$ cat config.mk
export PLATFORM = sky130hd
export DESIGN_NAME = portable_path_validator
export DESIGN_NICKNAME = d
export VERILOG_FILES = /design/src/ppv_pkg.sv /design/src/portable_path_validator.sv /design/src/ppv_cfg_regs.sv /design/src/ppv_scan.sv
export VERILOG_INCLUDE_DIRS = /design/src /design/src/src
export SDC_FILE = /design/constraint.sdc
export NUM_CORES = 1
export LEC_CHECK = 0
export BUFFER_PORTS_ARGS = -buffer_cell sky130_fd_sc_hd__buf_4
export CAP_MARGIN = 20
export CORE_AREA = 2 2 135 137
export CTS_BUF_LIST = sky130_fd_sc_hd__clkbuf_16
export DETAILED_ROUTE_END_ITERATION = 10
export DIE_AREA = 0 0 137 139
export SETUP_SLACK_MARGIN = 0.02
export SKIP_LAST_GASP = 1
export SYNTH_ARGS = -nofsm -noshare
export SYNTH_HDL_FRONTEND = slang
export SYNTH_HIERARCHICAL = 1
export SYNTH_SLANG_ARGS = --single-unit
$ cat constraint.sdc
create_clock -name clk -period 11.39 [get_ports clk]
set_clock_uncertainty 0.2 [all_clocks]
set_input_delay 1.139 -clock clk [delete_from_list [all_inputs] [get_ports clk]]
set_output_delay 1.139 -clock clk [all_outputs]
set_load 0.03 [all_outputs]
$ cat src/portable_path_validator_macros.svh
// ---------------------------------------------------------------------------
// portable_path_validator_macros.svh
// assertion shorthands used by portable_path_validator
// ---------------------------------------------------------------------------
`ifndef PORTABLE_PATH_VALIDATOR_MACROS_SVH
`define PORTABLE_PATH_VALIDATOR_MACROS_SVH

// expression must hold at every clock edge out of reset
`define PPV_ASSERT_ALWAYS(label, clk, rst_n, expr, msg) \
	label: assert property (@(posedge clk) disable iff (!rst_n) (expr)) else $error(msg);

// consequent must hold in the cycle after the antecedent
`define PPV_ASSERT_NEXT(label, clk, rst_n, ante, cons, msg) \
	label: assert property (@(posedge clk) disable iff (!rst_n) (ante) |=> (cons)) else $error(msg);

`endif

$ cat src/ppv_pkg.sv
// ---------------------------------------------------------------------------
// ppv_pkg
// Shared types, constants and byte/segment checks of the path validator.
// ---------------------------------------------------------------------------
package ppv_pkg;

	localparam int PATH_W  = 13;
	localparam int SEG_W   = 9;
	localparam int LIMIT_W = 8;
	localparam int STEM_W  = 3;

	localparam logic [PATH_W-1:0]  PATH_CNT_MAX   = 13'd8191;
	localparam logic [SEG_W-1:0]   SEG_CNT_MAX    = 9'd511;
	localparam logic [STEM_W-1:0]  STEM_CNT_MAX   = 3'd5;
	localparam logic [PATH_W-1:0]  PATH_LIMIT_RST = 13'd1024;
	localparam logic [LIMIT_W-1:0] SEG_LIMIT_RST  = 8'd255;

	// configuration register indexes
	localparam logic [0:0] CFG_MAX_PATH = 1'b0;
	localparam logic [0:0] CFG_MAX_SEG  = 1'b1;

	localparam logic [7:0] CHR_LOW    = 8'h20;
	localparam logic [7:0] CHR_HIGH   = 8'h7e;
	localparam logic [7:0] CHR_SLASH  = 8'h2f;
	localparam logic [7:0] CHR_DOT    = 8'h2e;
	localparam logic [7:0] CHR_SPACE  = 8'h20;
	localparam logic [7:0] CHR_BSLASH = 8'h5c;
	localparam logic [7:0] CHR_COLON  = 8'h3a;
	localparam logic [7:0] CHR_QUOTE  = 8'h22;
	localparam logic [7:0] CHR_LT     = 8'h3c;
	localparam logic [7:0] CHR_GT     = 8'h3e;
	localparam logic [7:0] CHR_PIPE   = 8'h7c;
	localparam logic [7:0] CHR_QMARK  = 8'h3f;
	localparam logic [7:0] CHR_STAR   = 8'h2a;
	localparam logic [7:0] CHR_UP_A   = 8'h41;
	localparam logic [7:0] CHR_UP_Z   = 8'h5a;
	localparam logic [7:0] CHR_ONE    = 8'h31;
	localparam logic [7:0] CHR_NINE   = 8'h39;

	localparam logic [23:0] WORD_CON = "con";
	localparam logic [23:0] WORD_PRN = "prn";
	localparam logic [23:0] WORD_AUX = "aux";
	localparam logic [23:0] WORD_NUL = "nul";
	localparam logic [23:0] WORD_COM = "com";
	localparam logic [23:0] WORD_LPT = "lpt";

	typedef logic [3:0][7:0] stem_t;

	typedef struct packed {
		logic [7:0] char_byte;
		logic       last;
		logic       empty_path;
	} item_t;

	typedef struct packed {
		logic [PATH_W-1:0]  max_path;
		logic [LIMIT_W-1:0] max_seg;
	} cfg_t;

	typedef struct packed {
		logic has_result;
		logic ok;
	} verdict_t;

	function automatic logic [7:0] to_lower(input logic [7:0] c);
		logic [7:0] r;
		r = c;
		if (c >= CHR_UP_A && c <= CHR_UP_Z) begin
			r = c + 8'd32;
		end
		return r;
	endfunction

	function automatic logic is_forbidden(input logic [7:0] c);
		logic bad;
		case (c) inside
			[8'h00:8'h1f], [8'h7f:8'hff],
			CHR_BSLASH, CHR_COLON, CHR_QUOTE, CHR_LT,
			CHR_GT, CHR_PIPE, CHR_QMARK, CHR_STAR: bad = 1'b1;
			default: bad = 1'b0;
		endcase
		return bad;
	endfunction

	// device names such as con, nul, com1..com9
	function automatic logic stem_reserved(input stem_t s, input logic [STEM_W-1:0] cnt);
		logic [23:0] w;
		logic        hit;
		w   = {to_lower(s[0]), to_lower(s[1]), to_lower(s[2])};
		hit = 1'b0;
		if (cnt == 3'd3) begin
			hit = (w == WORD_CON) || (w == WORD_PRN) || (w == WORD_AUX) || (w == WORD_NUL);
		end else if (cnt == 3'd4 && s[3] >= CHR_ONE && s[3] <= CHR_NINE) begin
			hit = (w == WORD_COM) || (w == WORD_LPT);
		end
		return hit;
	endfunction

	function automatic logic segment_bad(
		input logic [SEG_W-1:0]   seg_cnt,
		input logic               all_dots,
		input logic [LIMIT_W-1:0] max_seg,
		input logic [7:0]         prev,
		input logic [STEM_W-1:0]  stem_cnt,
		input stem_t              stem
	);
		return (seg_cnt == '0) || all_dots || (seg_cnt > {1'b0, max_seg}) ||
			(prev == CHR_DOT) || (prev == CHR_SPACE) || stem_reserved(stem, stem_cnt);
	endfunction

endpackage

$ cat src/portable_path_validator.sv
// ---------------------------------------------------------------------------
// portable_path_validator
// Checks a relative path, one byte per request, for portable file naming.
// ---------------------------------------------------------------------------
//  channel   direction  handshake             payload
//  in        sink       in_valid / in_ready   char_byte, last, empty_path
//  out       source     out_valid / out_ready path_ok
//  cfg       sink       cfg_we                cfg_index, cfg_wdata
//
//  one request per cycle while in_ready is high; a byte goes through an
//  input stage and the verdict register, so a verdict is offered once its
//  last byte leaves the input stage; the path state registers set the rate.
//  arst_n clears the path state and loads the limit reset values.
//  a held verdict stalls a staged request that ends a path, and the input.
// ---------------------------------------------------------------------------
`include "portable_path_validator_macros.svh"

module portable_path_validator import ppv_pkg::*; (
	input  logic              clk,
	input  logic              arst_n,
	input  logic              in_valid,
	output logic              in_ready,
	input  logic [7:0]        char_byte,
	input  logic              last,
	input  logic              empty_path,
	output logic              out_valid,
	input  logic              out_ready,
	output logic              path_ok,
	input  logic              cfg_we,
	input  logic [0:0]        cfg_index,
	input  logic [PATH_W-1:0] cfg_wdata
);

	logic     v_s1;
	item_t    item_s1;
	logic     out_valid_q;
	logic     path_ok_q;
	cfg_t     cfg;
	verdict_t verdict;
	logic     s1_go;

	ppv_cfg_regs u_cfg (
		.clk       (clk),
		.arst_n    (arst_n),
		.cfg_we    (cfg_we),
		.cfg_index (cfg_index),
		.cfg_wdata (cfg_wdata),
		.cfg       (cfg)
	);

	ppv_scan u_scan (
		.clk     (clk),
		.arst_n  (arst_n),
		.go      (s1_go),
		.item    (item_s1),
		.cfg     (cfg),
		.verdict (verdict)
	);

	// a staged byte moves on unless its verdict would hit a full output
	assign s1_go    = v_s1 & (!verdict.has_result | !out_valid_q | out_ready);
	assign in_ready = !v_s1 | s1_go;

	always_ff @(posedge clk or negedge arst_n) begin
		if (!arst_n) begin
			v_s1 <= 1'b0;
		end else if (in_ready) begin
			v_s1 <= in_valid;
		end
	end

	always_ff @(posedge clk) begin
		if (in_ready && in_valid) begin
			item_s1.char_byte  <= char_byte;
			item_s1.last       <= last;
			item_s1.empty_path <= empty_path;
		end
	end

	always_ff @(posedge clk or negedge arst_n) begin
		if (!arst_n) begin
			out_valid_q <= 1'b0;
		end else if (s1_go && verdict.has_result) begin
			out_valid_q <= 1'b1;
		end else if (out_ready) begin
			out_valid_q <= 1'b0;
		end
	end

	always_ff @(posedge clk) begin
		if (s1_go && verdict.has_result) begin
			path_ok_q <= verdict.ok;
		end
	end

	assign out_valid = out_valid_q;
	assign path_ok   = path_ok_q;

	`PPV_ASSERT_ALWAYS(a_no_verdict_overwrite, clk, arst_n, !(s1_go && verdict.has_result && out_valid_q && !out_ready), "verdict overwrote a pending result")
	`PPV_ASSERT_ALWAYS(a_ready_when_stage_empty, clk, arst_n, v_s1 || in_ready, "input stalled with an empty stage")
	`PPV_ASSERT_NEXT(a_stalled_stage_holds, clk, arst_n, v_s1 && !s1_go, v_s1 && $stable(item_s1), "stalled request lost or changed")

endmodule

$ cat src/ppv_cfg_regs.sv
// ---------------------------------------------------------------------------
// ppv_cfg_regs
// Limit registers written through the configuration port.
// ---------------------------------------------------------------------------
module ppv_cfg_regs import ppv_pkg::*; (
	input  logic              clk,
	input  logic              arst_n,
	input  logic              cfg_we,
	input  logic [0:0]        cfg_index,
	input  logic [PATH_W-1:0] cfg_wdata,
	output cfg_t              cfg
);

	logic [PATH_W-1:0]  max_path_q;
	logic [LIMIT_W-1:0] max_seg_q;

	always_ff @(posedge clk or negedge arst_n) begin
		if (!arst_n) begin
			max_path_q <= PATH_LIMIT_RST;
			max_seg_q  <= SEG_LIMIT_RST;
		end else if (cfg_we) begin
			unique case (cfg_index)
				CFG_MAX_PATH: max_path_q <= cfg_wdata;
				CFG_MAX_SEG:  max_seg_q  <= cfg_wdata[LIMIT_W-1:0];
			endcase
		end
	end

	assign cfg.max_path = max_path_q;
	assign cfg.max_seg  = max_seg_q;

endmodule

$ cat src/ppv_scan.sv
// ---------------------------------------------------------------------------
// ppv_scan
// Per-byte path state and the verdict logic for the staged request.
// ---------------------------------------------------------------------------
module ppv_scan import ppv_pkg::*; (
	input  logic     clk,
	input  logic     arst_n,
	input  logic     go,
	input  item_t    item,
	input  cfg_t     cfg,
	output verdict_t verdict
);

	logic               reject_q;
	logic [PATH_W-1:0]  path_cnt_q;
	logic [SEG_W-1:0]   seg_cnt_q;
	logic               all_dots_q;
	logic               stem_closed_q;
	stem_t              stem_q;
	logic [STEM_W-1:0]  stem_cnt_q;
	logic [7:0]         prev_q;

	logic [7:0]         c;
	logic               is_slash;
	logic               is_dot;
	logic [PATH_W-1:0]  path_n;
	logic [SEG_W-1:0]   seg_n;
	logic               dots_n;
	logic               closed_n;
	stem_t              stem_n;
	logic [STEM_W-1:0]  stem_cnt_n;
	logic               close_fail;
	logic               reject_n;
	logic               end_fail;

	always_comb begin
		c          = item.char_byte;
		is_slash   = (c == CHR_SLASH);
		is_dot     = (c == CHR_DOT);
		path_n     = (path_cnt_q == PATH_CNT_MAX) ? path_cnt_q : path_cnt_q + 13'd1;
		seg_n      = seg_cnt_q;
		dots_n     = all_dots_q;
		closed_n   = stem_closed_q;
		stem_n     = stem_q;
		stem_cnt_n = stem_cnt_q;
		close_fail = 1'b0;
		if (is_slash) begin
			// segment ends before this byte
			close_fail = segment_bad(seg_cnt_q, all_dots_q, cfg.max_seg, prev_q,
				stem_cnt_q, stem_q);
			seg_n      = '0;
			dots_n     = 1'b1;
			closed_n   = 1'b0;
			stem_cnt_n = '0;
		end else begin
			if (seg_cnt_q != SEG_CNT_MAX) begin
				seg_n = seg_cnt_q + 9'd1;
			end
			if (!is_dot) begin
				dots_n = 1'b0;
			end
			if (!stem_closed_q) begin
				if (is_dot) begin
					closed_n = 1'b1;
				end else begin
					// only the first four stem bytes are kept
					if (!stem_cnt_q[2]) begin
						stem_n[stem_cnt_q[1:0]] = c;
					end
					if (stem_cnt_q != STEM_CNT_MAX) begin
						stem_cnt_n = stem_cnt_q + 3'd1;
					end
				end
			end
		end
		reject_n = reject_q | is_forbidden(c) | close_fail;
		// final segment plus total length, seen only on the last byte
		end_fail = segment_bad(seg_n, dots_n, cfg.max_seg, c, stem_cnt_n, stem_n) |
			(path_n > cfg.max_path);
		verdict.has_result = item.last | item.empty_path;
		verdict.ok         = !item.empty_path & !reject_n & !end_fail;
	end

	always_ff @(posedge clk or negedge arst_n) begin
		if (!arst_n) begin
			reject_q      <= 1'b0;
			path_cnt_q    <= '0;
			seg_cnt_q     <= '0;
			all_dots_q    <= 1'b1;
			stem_closed_q <= 1'b0;
			stem_cnt_q    <= '0;
			prev_q        <= '0;
		end else if (go) begin
			if (verdict.has_result) begin
				reject_q      <= 1'b0;
				path_cnt_q    <= '0;
				seg_cnt_q     <= '0;
				all_dots_q    <= 1'b1;
				stem_closed_q <= 1'b0;
				stem_cnt_q    <= '0;
				prev_q        <= '0;
			end else begin
				reject_q      <= reject_n;
				path_cnt_q    <= path_n;
				seg_cnt_q     <= seg_n;
				all_dots_q    <= dots_n;
				stem_closed_q <= closed_n;
				stem_cnt_q    <= stem_cnt_n;
				prev_q        <= c;
			end
		end
	end

	// stem bytes are read only below the stem count
	always_ff @(posedge clk) begin
		if (go) begin
			stem_q <= stem_n;
		end
	end

endmodule

Yosys cells after proc, flatten, opt, wreduce, memory -nomap -nowiden. Index checks and enable logic that the tools add are counted.

Latch bits: 0. Memories: 0. Input port bits: 29. Flip-flop bits (word level): 102. Bits in writable memories: 0. Bits in read-only memories: 0.

Reduce and logical (&&, ||, !) cells: 45. Order comparisons: 25. $add $sub $neg: 9. Muxes and demuxes: 44. Divide/modulo/power cells: 0. Bitwise operators: 11. Shifts and indexed selects: 0. Equal/unequal tests: 32. $mul: 0.

Operators with widths (number): 24-bit by 23-bit equality test with 1-bit output, second input constant (12); 32-bit two-way mux (4); 8-bit by 6-bit equality test with 1-bit output, second input constant (11); 8-bit two-way mux (11); 8-bit by 7-bit greater-or-equal comparator with 1-bit output, second input constant (7); 8-bit by 6-bit adder with 8-bit output, second input constant (6); 8-bit by 7-bit less-or-equal comparator with 1-bit output, second input constant (6); 32-bit bitwise mux (1); 9-bit two-way mux (3); 13-bit two-way mux (2); 9-bit by 8-bit > comparator with 1-bit output (2); 9-bit zero test (2); 1-bit logical OR (18); 1-bit two-way mux (17); 8-bit demux with 2-bit select (1); 8-bit by 7-bit equality test with 1-bit output, second input constant (2); 8-bit by 6-bit greater-or-equal comparator with 1-bit output, second input constant (2); 8-bit by 6-bit less-or-equal comparator with 1-bit output, second input constant (2); 1-bit logical AND (15); 3-bit two-way mux (5); 13-bit by 1-bit adder with 13-bit output, second input constant (1); 13-bit equality test, second input constant (1); 13-bit > comparator (1); 10-bit OR reduction (1); other kinds (17) (33).

Logic depth before layout (Yosys ltp).
Depth in word-level cells: 21. Gate-level depth with buffers: 15. Depth with buffers taken out: 15.

Hierarchy. The synthesis kept the hierarchy.

By module, submodules not included: ppv_scan (sequential area each 1863.0 um2, area each 5412.7 um2, times used 1, cells each 611); ppv_cfg_regs (sequential area each 536.8 um2, area each 850.8 um2, times used 1, cells each 45); portable_path_validator (sequential area each 380.4 um2, area each 436.7 um2, times used 1, cells each 21).

Least setup slack after synthesis. Ideal clock, no wire load.

Kind: in2reg. Start point: in out_ready. End point: reg u_scan.path_cnt_q[11]. Setup slack: 7.012 ns. Data arrival time: 4.096 ns. Library setup time: 0.083 ns. Cell stages on the path: 8. Cell sequence: nor2b_1 a21boi_1 clkbuf_1 clkinv_1 nor2_1 clkbuf_1 nand2_1 o21ai_0.

Longest elaborated chain between the ends: 2.

RTL lines: from (decl) (line portable_path_validator.sv:27) `input logic out_ready,`; 1-bit OR (line portable_path_validator.sv:61) `assign s1_go = v_s1 & (!verdict.has_result | !out_valid_q | out_ready);`; 1-bit bitwise AND (line portable_path_validator.sv:61); named net s1_go (line portable_path_validator.sv:40) `logic s1_go;`; to (signal assigned) (line ppv_scan.sv:104) `path_cnt_q <= path_n;`; to (decl) (line ppv_scan.sv:15) `logic [PATH_W-1:0] path_cnt_q;`.

The timed path passes the listed nets, and every way through them passes these cells. A chain may end at the register's enable or synchronous reset.

==> run metrics <==
status=complete, no violations; I/O Pins=32; initial core utilization=37.9%; final slew viol count=0; worst-skew pair later-pin latency=0.35 ns; CTS Root Cell=clkbuf_16; # fillers=1,745; Clock Sinks=102; drt pass-1 iters=5; Storage cell area=0.00278 mm²; Worst Path Class, Setup=flip-flop to flip-flop; Final Net Count=770; Final Hold Viols=0; hold buffer count at CTS=0; max_slew headroom=34.0%; post-synthesis compound-gate area fraction=18.1%; CP Launch Type=flip-flop; largest family of logic cells by synthesized area=simple AND/OR/NAND/NOR gates; fin cells=929; Routed WL=17.8 mm; fin crit share=41.6%; Post-synth EDFFs=43; Core Area=0.0177 mm²; total CTS buffers=9; most frequent cell after synthesis=nand2_1; worst endpoint data arrival time=4.76 ns; ys flop type=dfrtp_1; Post-Syn Area=0.00670 mm²; H-tree levels=3; pin slew with the least headroom to its limit=0.987 ns; area of the multi-input gates=0.00362 mm²; Post-Synth Adder-Cell Area=8.74%; Die X=137 µm; crit path cell chain=nor4b_2, nand2_1, nor2_1, nor2_1, ha_1, a2111oi_0, a21oi_1, a211oi_1, o221ai_1, a221oi_1, o311a_1; layout cells sized above 1=16.0%; Crit path largest cell delay=0.78 ns; initial antenna violation count=0; power per cell area=138 mW/mm²; synthesized flop and latch total=102; PortBufs=31; Worst Hold Class=flip-flop to flip-flop; DRT iter0 DRCs=599; Max FO, Critical Path=13; Syn Area/Cell=9.90 µm²; fmax=211 MHz; Mapped Nets=752; post-route ant nets=0; post-synthesis mux area share=7.15%; Static Leakage=3.05 nW; largest net degree at the start of global routing=69; # diodes=0; final period demand of the worst path=4.74 ns; Seq/Total Area, Yosys=41.5%; final cell utilization of the core=41.9%; TritonCTS clock tree=done; Mapped Cells=677; asr flop ratio synth=57.8%; final-report setup violation count=0; Worst EP required=11.41 ns; vias per inst=5.94; Area contributors post-synth=edfxtp_1 19%, dfrtp_1 18%, ha_1 8.6%, dfstp_2 3.9%, mux2_2 3.9%; DIE AREA=0.0190 mm²; Yosys Warn Count=6; share of synthesized cell area in and, or, nand and nor gates=18.1%; RSZ-0062 raised after global routing=no; CP max-delay cell=nor4b_2; Total Routing Usage GR=19.2%; WL per Instance=19.2 µm; Longest Clk Path Bufs=2; total number of vias=5,514; final worst hold slack=0.286 ns; Synth cell types=81; # resized after CTS=0; dpl cells=913; Sum Neg Setup Slack=0 ns; area grow syn2layout=10.4%; CP most frequent cell=nor2_1; first-pass GRT wire length=28.9 mm; FP Rows=49; Tot Pwr=1.02 mW; VDD IR max=0.0746 mV; via count of the first global-routing pass=5,327; postcts setup bufs=0; clk slew on worst S/H paths=0.07 ns; grt ovf=0; Post-synth top cells=62 x nand2_1, 49 x dfrtp_1, 46 x ha_1, 45 x inv_1; maxcap violations=0; DPL Wire Length=13.0 mm; routability congestion estimate=0.926; Synth top area share=19.3%; Post-Synth XOR/XNOR Area=1.83%; Setup crit end kind=flip-flop; Residual DRC=0; area leader, netlist=edfxtp_1; die height=139 µm
[kinds of logic (layout without fill, tap and decap cells)]
logic type / Yosys count / after routing
AO/OA/AOI/OAI: 173 / 173
XOR/XNOR: 14 / 14
adder cells (fa/ha/maj): 47 / 47
buffers and inverters: 73 / 96
flip-flops: 102 / 102
multiplexers: 40 / 40
AND/OR/NAND/NOR: 228 / 228
[critical path: cells and delay by family, from the launching register on]
family	cells	cell delay, ns
adder cells (fa/ha/maj)	1	0.34
AO/OA/AOI/OAI	6	1.64
AND/OR/NAND/NOR	4	1.77
flip-flops	1	0.64
[sequential cells by signal (all words and copies together), names as in the netlist]
signal and flops:
item_s1 10, out_valid 1, path_ok 1, u_cfg/max_path_q 13, u_cfg/max_seg_q 8, u_scan/all_dots_q 1, u_scan/path_cnt_q 13, u_scan/prev_q 8
u_scan/reject_q 1, u_scan/seg_cnt_q 9, u_scan/stem_closed_q 1, u_scan/stem_cnt_q 3, u_scan/stem_q 32, v_s1 1
[layout make-up]
class	instances	share of cell area [%]
clock buffer	9	3.04
clock inverter	7	0.778
inverter	47	2.38
multi-input combinational	502	49.0
sequential	102	37.6
tap	229	3.87
timing repair buffer	33	3.35
[report_power, final]
| part | internal, mW | total [mW] | switching [mW] |
|---|---|---|---|
| Combinational | 0.100 | 0.239 | 0.139 |
| Clock | 0.151 | 0.299 | 0.148 |
| Sequential | 0.435 | 0.479 | 0.0444 |
| Total | 0.686 | 1.02 | 0.332 |
[cells in the final DEF (no fill, tap or decap), types with 11 or more instances in the layout]
master    synthesis  routed
dfrtp_1          49      49
nand3_1          21      21
nand4_1          13      13
buf_4             0      33
mux2_2           23      23
nor4_1           11      11
a22o_1           12      12
ha_1             46      46
edfxtp_1         43      43
nor2_1           43      43
a21oi_1          37      37
inv_1            45      45
nor3_1           16      16
nand2_1          62      62
o21ai_0          38      38
[layer usage]
layer / vias to the layer above / global-route usage (%) / wire, µm
li1: 2582 / - / -
met1: 2661 / 27.9 / 8190
met2: 235 / 29.6 / 8200
met3: 36 / 3.22 / 1110
met4: 0 / 5.15 / 323
met5: - / 0 / 0
[stage by stage]
| stage | worst slack (ns) | instance area (µm²) |
|---|---|---|
| after floorplan | 7.01 | 6700 |
| after global routing | 6.14 | 7400 |
| final | 6.65 | 7400 |
| after CTS | 6.62 | 7400 |
| after detailed placement | 6.63 | 7120 |
| after global placement | 6.89 | 7120 |
[worst paths after layout]
check                                        startpoint                         endpoint  slack (ns)  cells past startpoint
max in group asynchronous                        arst_n  u_scan/seg_cnt_q[2]$_DFFE_PN0P_        9.84                      1
setup / recovery                   item_s1[6]$_DFFE_PP_                path_ok$_DFFE_PP_        6.65                     11
setup reg to reg                   item_s1[6]$_DFFE_PP_                path_ok$_DFFE_PP_        6.65                     11
hold reg to reg            u_scan/prev_q[7]$_DFFE_PN0P_     u_scan/prev_q[7]$_DFFE_PN0P_        0.29                      1
hold / removal             u_scan/prev_q[7]$_DFFE_PN0P_     u_scan/prev_q[7]$_DFFE_PN0P_        0.29                      1
min in group asynchronous                        arst_n  u_cfg/max_path_q[6]$_DFFE_PN0P_        0.65                      1
(Power assumes the default switching activity.)
